--- config.mk ---
export PLATFORM = sky130hd
export DESIGN_NAME = spirv_local_size_patcher_core
export DESIGN_NICKNAME = d
export VERILOG_FILES = /design/src/design/lsp_pkg.sv /design/src/design/lsp_cfg_regs.sv /design/src/design/lsp_decoder.sv /design/src/design/lsp_out_serializer.sv /design/src/design/spirv_local_size_patcher_core.sv
export SDC_FILE = /design/constraint.sdc
export NUM_CORES = 1
export LEC_CHECK = 0
export BUFFER_PORTS_ARGS = -buffer_cell sky130_fd_sc_hd__buf_4
export CAP_MARGIN = 5
export CORE_MARGIN = 2
export CORE_UTILIZATION = 60
export CTS_BUF_LIST = sky130_fd_sc_hd__clkbuf_4 sky130_fd_sc_hd__clkbuf_8 sky130_fd_sc_hd__clkbuf_16
export CTS_CLUSTER_DIAMETER = 60
export DETAILED_ROUTE_END_ITERATION = 8
export PLACE_DENSITY = 0.79
export SLEW_MARGIN = 20
export SYNTH_ARGS = -nofsm -noshare
export SYNTH_HDL_FRONTEND = slang
export SYNTH_SLANG_ARGS = --single-unit
--- constraint.sdc ---
create_clock -name clk -period 13.1 [get_ports clk]
set_input_delay 1.965 -clock clk [delete_from_list [all_inputs] [get_ports clk]]
set_output_delay 1.965 -clock clk [all_outputs]
set_load 0.02 [all_outputs]
--- src/design/lsp_pkg.sv ---
// ----------------------------------------------------------------------------
// lsp_pkg
// Types and constants of the SPIR-V local size patcher.
// ----------------------------------------------------------------------------
`default_nettype none

package lsp_pkg;

  localparam int WORD_W      = 32;
  localparam int TOTAL_W     = 23;
  localparam int SIZE_W      = 16;
  localparam int OUT_TDATA_W = 56;
  localparam int BATCH_MAX   = 4;

  localparam logic [2:0]  HEADER_WORDS           = 3'd5;
  localparam logic [15:0] OP_EXECUTION_MODE      = 16'd16;
  localparam logic [15:0] OP_DECORATE            = 16'd71;
  localparam logic [15:0] DECORATE_MIN_WC        = 16'd4;
  localparam logic [31:0] EXEC_MODE_LOCAL_SIZE   = 32'd17;
  localparam logic [31:0] DECORATION_BUILTIN     = 32'd11;
  localparam logic [31:0] BUILTIN_WORKGROUP_SIZE = 32'd25;

  // operand positions within an instruction (position saturates at 7)
  localparam logic [2:0] POS_TARGET = 3'd1;
  localparam logic [2:0] POS_MODE   = 3'd2;
  localparam logic [2:0] POS_X      = 3'd3;
  localparam logic [2:0] POS_Y      = 3'd4;
  localparam logic [2:0] POS_Z      = 3'd5;
  localparam logic [2:0] POS_SAT    = 3'd7;

  typedef logic [1:0] cfg_idx_t;
  localparam cfg_idx_t CFG_SIZE_X = 2'd0;
  localparam cfg_idx_t CFG_SIZE_Y = 2'd1;
  localparam cfg_idx_t CFG_SIZE_Z = 2'd2;

  typedef struct packed {
    logic [SIZE_W-1:0] size_x;
    logic [SIZE_W-1:0] size_y;
    logic [SIZE_W-1:0] size_z;
  } cfg_t;

  typedef struct packed {
    logic [2:0]                          cnt;
    logic                                nodata;
    logic                                last;
    logic [TOTAL_W-1:0]                  total;
    logic [BATCH_MAX-1:0][WORD_W-1:0]    words;
  } batch_t;

endpackage

`default_nettype wire

--- src/design/lsp_cfg_regs.sv ---
// ----------------------------------------------------------------------------
// lsp_cfg_regs
// Local size registers, written through the configuration channel.
// ----------------------------------------------------------------------------
`default_nettype none

module lsp_cfg_regs (
  input  wire logic                       clk,
  input  wire logic                       rst_n,
  input  wire logic                       wr_en,
  input  wire lsp_pkg::cfg_idx_t          wr_index,
  input  wire logic [lsp_pkg::SIZE_W-1:0] wr_data,
  output lsp_pkg::cfg_t                   cfg
);

  lsp_pkg::cfg_t cfg_r, cfg_nxt;

  always_comb begin
    cfg_nxt = cfg_r;
    if (wr_en) begin
      case (wr_index)
        lsp_pkg::CFG_SIZE_X: cfg_nxt.size_x = wr_data;
        lsp_pkg::CFG_SIZE_Y: cfg_nxt.size_y = wr_data;
        lsp_pkg::CFG_SIZE_Z: cfg_nxt.size_z = wr_data;
        default: cfg_nxt = cfg_r;
      endcase
    end
  end

  always_ff @(posedge clk) begin
    if (!rst_n) begin
      cfg_r <= '{size_x: 16'd1, size_y: 16'd1, size_z: 16'd1};
    end else begin
      cfg_r <= cfg_nxt;
    end
  end

  assign cfg = cfg_r;

endmodule

`default_nettype wire

--- src/design/lsp_decoder.sv ---
// ----------------------------------------------------------------------------
// lsp_decoder
// Input register and instruction parser; builds the result batch of one word.
// ----------------------------------------------------------------------------
`default_nettype none

module lsp_decoder #(
  parameter int MAX_MODULE_WORDS = 1048576
) (
  input  wire logic                       clk,
  input  wire logic                       rst_n,
  input  wire logic                       in_valid,
  output logic                            in_ready,
  input  wire logic [lsp_pkg::WORD_W-1:0] in_word,
  input  wire logic                       in_last,
  input  wire lsp_pkg::cfg_t              cfg,
  input  wire logic                       batch_ready,
  output logic                            batch_load,
  output lsp_pkg::batch_t                 batch
);

  localparam int EW = $clog2(MAX_MODULE_WORDS + 1);
  localparam logic [EW:0] EW_MAX = (EW+1)'(MAX_MODULE_WORDS);

  logic                       full_r, full_nxt;
  logic [lsp_pkg::WORD_W-1:0] word_r;
  logic                       last_r;

  logic [2:0]  hdr_r, hdr_nxt;
  logic [15:0] wl_r, wl_nxt;
  logic [2:0]  pos_r, pos_nxt;
  logic        exec_r, exec_nxt;
  logic [1:0]  hold_r, hold_nxt;
  logic        rew_r, rew_nxt;
  logic        drop_r, drop_nxt;
  logic [EW-1:0] em_r, em_nxt;
  logic [lsp_pkg::WORD_W-1:0] h0_r, h0_nxt, h1_r, h1_nxt;

  logic in_xfer;

  assign in_xfer    = in_valid && in_ready;
  assign batch_load = full_r && batch_ready;
  assign in_ready   = !full_r || batch_ready;

  always_comb begin
    full_nxt = full_r;
    if (in_xfer) begin
      full_nxt = 1'b1;
    end else if (batch_load) begin
      full_nxt = 1'b0;
    end
  end

  always_comb begin
    logic [15:0] wc;
    logic [2:0]  pos;
    logic [2:0]  n;
    logic [EW:0] em_sum;
    hdr_nxt  = hdr_r;
    wl_nxt   = wl_r;
    pos_nxt  = pos_r;
    exec_nxt = exec_r;
    hold_nxt = hold_r;
    rew_nxt  = rew_r;
    drop_nxt = drop_r;
    h0_nxt   = h0_r;
    h1_nxt   = h1_r;
    em_nxt   = em_r;
    wc       = word_r[31:16];
    pos      = (pos_r == lsp_pkg::POS_SAT) ? pos_r : pos_r + 3'd1;
    n        = 3'd0;
    em_sum   = '0;
    batch    = '0;

    if (hdr_r != 3'd0) begin
      batch.words[0] = word_r;
      n              = 3'd1;
      hdr_nxt        = hdr_r - 3'd1;
    end else if (wl_r == 16'd0) begin
      if (wc == 16'd0) begin
        wc = 16'd1;
      end
      exec_nxt = (word_r[15:0] == lsp_pkg::OP_EXECUTION_MODE);
      pos_nxt  = 3'd0;
      wl_nxt   = wc - 16'd1;
      rew_nxt  = 1'b0;
      drop_nxt = 1'b0;
      hold_nxt = 2'd0;
      if (word_r[15:0] == lsp_pkg::OP_DECORATE && wc >= lsp_pkg::DECORATE_MIN_WC) begin
        h0_nxt   = word_r;
        hold_nxt = 2'd1;
      end else begin
        batch.words[0] = word_r;
        n              = 3'd1;
      end
    end else begin
      pos_nxt = pos;
      wl_nxt  = wl_r - 16'd1;
      if (drop_r) begin
        n = 3'd0;
      end else if (hold_r != 2'd0) begin
        if (pos == lsp_pkg::POS_TARGET) begin
          h1_nxt   = word_r;
          hold_nxt = 2'd2;
        end else if (pos == lsp_pkg::POS_MODE) begin
          if (word_r != lsp_pkg::DECORATION_BUILTIN) begin
            batch.words[0] = h0_r;
            batch.words[1] = h1_r;
            batch.words[2] = word_r;
            n              = 3'd3;
            hold_nxt       = 2'd0;
          end else begin
            hold_nxt = 2'd3;
          end
        end else if (word_r == lsp_pkg::BUILTIN_WORKGROUP_SIZE) begin
          hold_nxt = 2'd0;
          drop_nxt = 1'b1;
        end else begin
          batch.words[0] = h0_r;
          batch.words[1] = h1_r;
          batch.words[2] = lsp_pkg::DECORATION_BUILTIN;
          batch.words[3] = word_r;
          n              = 3'd4;
          hold_nxt       = 2'd0;
        end
      end else begin
        batch.words[0] = word_r;
        n              = 3'd1;
        if (exec_r) begin
          if (pos == lsp_pkg::POS_MODE && word_r == lsp_pkg::EXEC_MODE_LOCAL_SIZE) begin
            rew_nxt = 1'b1;
          end else if (rew_r && pos == lsp_pkg::POS_X) begin
            batch.words[0] = 32'(cfg.size_x);
          end else if (rew_r && pos == lsp_pkg::POS_Y) begin
            batch.words[0] = 32'(cfg.size_y);
          end else if (rew_r && pos == lsp_pkg::POS_Z) begin
            batch.words[0] = 32'(cfg.size_z);
          end
        end
      end
    end

    // end of module: flush held words (nothing else is emitted while holding)
    if (last_r && hold_nxt != 2'd0) begin
      batch.words[0] = h0_nxt;
      batch.words[1] = h1_nxt;
      batch.words[2] = lsp_pkg::DECORATION_BUILTIN;
      n              = 3'(hold_nxt);
    end

    em_sum = (EW+1)'(em_r) + (EW+1)'(n);
    if (em_sum > EW_MAX) begin
      em_sum = EW_MAX;
    end
    em_nxt = em_sum[EW-1:0];

    batch.cnt = n;
    if (last_r) begin
      batch.last  = 1'b1;
      batch.total = lsp_pkg::TOTAL_W'(em_sum) << 2;
      if (n == 3'd0) begin
        batch.cnt    = 3'd1;
        batch.nodata = 1'b1;
      end
      hdr_nxt  = lsp_pkg::HEADER_WORDS;
      wl_nxt   = 16'd0;
      pos_nxt  = 3'd0;
      exec_nxt = 1'b0;
      hold_nxt = 2'd0;
      rew_nxt  = 1'b0;
      drop_nxt = 1'b0;
      em_nxt   = '0;
    end
  end

  always_ff @(posedge clk) begin
    if (in_xfer) begin
      word_r <= in_word;
      last_r <= in_last;
    end
    if (batch_load) begin
      h0_r <= h0_nxt;
      h1_r <= h1_nxt;
    end
  end

  always_ff @(posedge clk) begin
    if (!rst_n) begin
      full_r <= 1'b0;
      hdr_r  <= lsp_pkg::HEADER_WORDS;
      wl_r   <= '0;
      pos_r  <= '0;
      exec_r <= 1'b0;
      hold_r <= '0;
      rew_r  <= 1'b0;
      drop_r <= 1'b0;
      em_r   <= '0;
    end else begin
      full_r <= full_nxt;
      if (batch_load) begin
        hdr_r  <= hdr_nxt;
        wl_r   <= wl_nxt;
        pos_r  <= pos_nxt;
        exec_r <= exec_nxt;
        hold_r <= hold_nxt;
        rew_r  <= rew_nxt;
        drop_r <= drop_nxt;
        em_r   <= em_nxt;
      end
    end
  end

endmodule

`default_nettype wire

--- src/design/lsp_out_serializer.sv ---
// ----------------------------------------------------------------------------
// lsp_out_serializer
// Result register holding one batch; hands its words out one per transfer.
// ----------------------------------------------------------------------------
`default_nettype none

module lsp_out_serializer (
  input  wire logic                            clk,
  input  wire logic                            rst_n,
  input  wire logic                            load,
  input  wire lsp_pkg::batch_t                 batch,
  output logic                                 load_ready,
  output logic                                 out_valid,
  input  wire logic                            out_ready,
  output logic [lsp_pkg::OUT_TDATA_W-1:0]      out_data,
  output logic                                 out_flag,
  output logic                                 out_end
);

  lsp_pkg::batch_t batch_r;
  logic [1:0]      idx_r, idx_nxt;
  logic [2:0]      cnt_nxt;
  logic            final_word;
  logic            xfer;

  assign out_valid  = batch_r.cnt != 3'd0;
  assign final_word = idx_r == 2'(batch_r.cnt - 3'd1);
  assign xfer       = out_valid && out_ready;
  assign load_ready = !out_valid || (xfer && final_word);

  assign out_end  = batch_r.last && final_word;
  assign out_flag = !(batch_r.nodata);
  assign out_data = {1'b0, (out_end ? batch_r.total : '0), batch_r.words[idx_r]};

  always_comb begin
    idx_nxt = idx_r;
    cnt_nxt = batch_r.cnt;
    if (load) begin
      idx_nxt = 2'd0;
      cnt_nxt = batch.cnt;
    end else if (xfer) begin
      if (final_word) begin
        cnt_nxt = 3'd0;
      end else begin
        idx_nxt = idx_r + 2'd1;
      end
    end
  end

  always_ff @(posedge clk) begin
    if (load) begin
      batch_r.nodata <= batch.nodata;
      batch_r.last   <= batch.last;
      batch_r.total  <= batch.total;
      batch_r.words  <= batch.words;
    end
    if (!rst_n) begin
      batch_r.cnt <= '0;
      idx_r       <= '0;
    end else begin
      batch_r.cnt <= cnt_nxt;
      idx_r       <= idx_nxt;
    end
  end

endmodule

`default_nettype wire

--- src/design/spirv_local_size_patcher_core.sv ---
// A SPIR-V module enters one 32-bit word per transfer. Each accepted word
// passes an input register and a single decode step into a result register
// that holds up to four output words; a new word is taken every cycle as long
// as each word yields at most one output word and the output is not stalled.
// A word that releases held OpDecorate words yields up to four, handed out
// one per transfer; the next word waits until the last is taken. LocalSize
// operands are taken from the size registers when the word is decoded.
// ----------------------------------------------------------------------------
// spirv_local_size_patcher_core
// Patches OpExecutionMode LocalSize and drops WorkgroupSize decorations.
// ----------------------------------------------------------------------------
`default_nettype none

module spirv_local_size_patcher_core #(
  parameter int MAX_MODULE_WORDS = 1048576
) (
  input  wire logic        clk,
  input  wire logic        rst_n,
  // configuration writes
  input  wire logic        cfg_valid,
  output logic             cfg_ready,
  input  wire logic [1:0]  cfg_index,
  input  wire logic [15:0] cfg_data,
  // input stream
  input  wire logic        in_tvalid,
  output logic             in_tready,
  input  wire logic [31:0] in_tdata,   // [31:0] in_word
  input  wire logic        in_tlast,
  // result stream
  output logic             out_tvalid,
  input  wire logic        out_tready,
  output logic [55:0]      out_tdata,  // [31:0] out_word, [54:32] total_bytes
  output logic             out_tuser,  // [0] out_valid
  output logic             out_tlast
);

  lsp_pkg::cfg_t   cfg;
  lsp_pkg::batch_t batch;
  logic            batch_load;
  logic            batch_ready;

  assign cfg_ready = 1'b1;

  lsp_cfg_regs u_cfg (
    .clk      (clk),
    .rst_n    (rst_n),
    .wr_en    (cfg_valid),
    .wr_index (cfg_index),
    .wr_data  (cfg_data),
    .cfg      (cfg)
  );

  lsp_decoder #(
    .MAX_MODULE_WORDS (MAX_MODULE_WORDS)
  ) u_dec (
    .clk         (clk),
    .rst_n       (rst_n),
    .in_valid    (in_tvalid),
    .in_ready    (in_tready),
    .in_word     (in_tdata),
    .in_last     (in_tlast),
    .cfg         (cfg),
    .batch_ready (batch_ready),
    .batch_load  (batch_load),
    .batch       (batch)
  );

  lsp_out_serializer u_ser (
    .clk        (clk),
    .rst_n      (rst_n),
    .load       (batch_load),
    .batch      (batch),
    .load_ready (batch_ready),
    .out_valid  (out_tvalid),
    .out_ready  (out_tready),
    .out_data   (out_tdata),
    .out_flag   (out_tuser),
    .out_end    (out_tlast)
  );

endmodule

`default_nettype wire

==> run summary <==
outcome: finished, final reports clean
CTS max path bufs: 3
worst min-delay path class: flip-flop to flip-flop
register area: 9490 µm²
Area Growth Syn to Fin: 13.2%
CTS Root Cell: clkbuf_16
Finished Layout Cells: 1968
core area: 27900 µm²
crit path buf inv count: 1
Mapped Cells: 1498
Final Hold Viols: 0
CP top delay family: simple AND/OR/NAND/NOR gates
Final Max Slew Viols: 0
Peak VDD IR: 0.000112 V
routed via count: 12345
Yosys top cell area share: 0.435
Final Critical Period: 6.60 ns
Die Y: 173 µm
Rows: 61
Async SR Flop Fraction: 0
Die Width: 173 µm
clock sinks: 350
drt pass-1 iters: 5
pin count of the biggest net entering global routing: 143
Final Wtd Congestion: 0.907
top_reg_cell synth: edfxtp_1
Synth cell types: 86
nets@finish: 1625
Iter 0 DRT Violations: 1394
RSZ-0062 raised after global routing: no
Overflow after GRT: 0
Pwr per Cell Area: 126 nW/µm²
Top-Level Pins: 117
LEAKAGE: 6.74 nW
Slew HR: 0.278
n_diodes: 0
most common cell after layout, fill and taps aside: edfxtp_1
layout cells sized above 1: 0.199
Metal-1 WL: 17000 µm
Total Wirelength: 41300 µm
Synth Register Bits: 350
post-route cell area: 19400 µm²
clock-pin transition on the worst setup and hold timing paths: 0.06 ns
DIE AREA: 29900 µm²
pre-CTS setup slack: 6.53 ns
Fin Setup TNS: 0 ns
Max Cap Viol: 0
area leader, netlist: edfxtp_1
Placed Area: 18100 µm²
Yosys warning count: 0
worst stage delay on the critical path: 0.59 ns
Final Core Density: 0.694
sequential share of the synthesized area: 0.554
Post-DP HPWL: 25400 µm
endpoints failing setup: 0
critical path type: flip-flop to flip-flop
all-layer global routing usage: 0.272
hold buffer count at cts: 0
footprint of the multi-input gates: 7150 µm²
CP endpoint kind: flip-flop
WL/cell: 21.0 µm
drt via density: 6.27
DR top layer: met4
met3 wire len: 2790 µm
Post-CTS Repair Setup Buffers: 0
top cells by area, synth: edfxtp_1, dfxtp_1, mux4_2
DR DRC count: 0
WHS: 0.463 ns
crit path DAT: 6.96 ns
TritonCTS clock tree: built
first-pass GRT wire length: 65600 µm
post-CTS sizing: 0
EDFF count, synth: 248
vias in the first global route: 12183
Worst-Skew Late Latency: 0.54 ns
skew final: 0.0201 ns
Placed Cells: 1897
Final Power: 2.45 mW
worst slew pin tran: 1.08 ns
Worst setup SP type: flip-flop
effective utilization at floorplan: 0.613
fillcell total: 2036
Mean Syn Cell Area: 11.4 µm²
antenna-violating nets left: 0
Num CTS Buffers: 39
Final Cycle Share: 0.504
critical-path cell list: or4_4, or3_1, nor2_4, o21ai_0, nor3_1, nor2_1, o22ai_1, ha_1, inv_1, fa_1, nor2b_1, o2111ai_1, or4_1, o31ai_1, nand4_1, o31a_1, nand2b_1, nor3b_1
CP Data Required Time: 13.46 ns
DR WL met2: 20200 µm
IO buf count: 112
Fmax: 152 MHz
setup ws final: 6.50 ns
most frequent cells in the layout: edfxtp_1, nand2_1, buf_4, nor2_1, dfxtp_1
CP Max Fanout: 26
Mapped Area: 17100 µm²
worst-path cell with the longest stage delay: nand2b_1
H-tree depth: 2
initial antenna violation count: 0
state kept, by name, indices dropped and copies added (netlist names), 2 cells and up:
register,cells
u_dec.pos_r,3
u_ser.idx_r,2
u_cfg.cfg,48
u_dec.h0_r,32
u_dec.word_r,32
u_dec.hold_r,2
u_dec.hdr_r,3
u_ser.batch_r,154
u_dec.h1_r,32
u_dec.wl_r,16
u_dec.em_r,21
final timing paths:
path,start,endpoint,slack [ns],depth (start not counted)
hold / removal,u_cfg.cfg[42],u_cfg.cfg[42],0.46,2
setup reg to reg,u_dec.wl_r[4],u_ser.batch_r[133],6.50,18
hold reg to reg,u_cfg.cfg[42],u_cfg.cfg[42],0.46,2
setup / recovery,u_dec.wl_r[4],u_ser.batch_r[133],6.50,18
where the power goes:
| group | internal, mW | leakage, nW | switching, mW | total [mW] |
|---|---|---|---|---|
| combinational | 0.0610 | 3.05 | 0.0908 | 0.152 |
| clock | 0.603 | 0.612 | 0.442 | 1.05 |
| sequential | 1.23 | 3.08 | 0.0257 | 1.25 |
| total | 1.89 | 6.74 | 0.559 | 2.45 |
synth_stat cells, drive strengths merged (7+ instances only):
cell	count
inv	18
nand2	172
and2	98
nor3	40
nor4	11
clkbuf	75
dfxtp	102
a21o	14
mux2	52
a22o	34
xnor2	14
nand4	14
and3	9
a211o	12
o22ai	7
buf	34
nand3	22
o31ai	9
a21oi	33
ha	8
or3	8
or2	13
edfxtp	248
xor2	14
a22oi	7
nor2	112
a21boi	48
nor4b	16
a211oi	7
mux2i	25
a221oi	34
o21ai	59
nor2b	25
mux4	32
nand2b	7
worst min-delay path: cells and delay by family, from the launching register on:
kind / cells / cell delay [ns]
AOI/OAI and AO/OA: 1 / 0.06
and+or+nand+nor: 1 / 0.05
DFF: 1 / 0.31
cell families after synthesis:
family                     count (synthesis)  share of synthesized area
DFF                                      350                      0.554
and+or+nand+nor                          571                      0.171
buffers and inverters                    127                     0.0319
adders and majority gates                  9                    0.00701
other                                      2                   0.000438
xor gates and xnor gates                  28                     0.0143
muxes                                    109                     0.0909
AOI/OAI and AO/OA                        302                      0.131
final cells by class:
type	instances	area share
Sequential cell	350	0.490
Inverter	18	0.00387
Tap cell	378	0.0244
Timing Repair Buffer	128	0.0496
Clock buffer	51	0.0575
Multi-Input combinational cell	1023	0.369
Clock inverter	20	0.00633
layer usage:
layer,GRT usage,vias to the layer above
met5,0,-
met4,0.0971,0
met3,0.0416,100
met2,0.460,551
met1,0.361,6016
li1,-,5678
(Power assumes the default switching activity.)
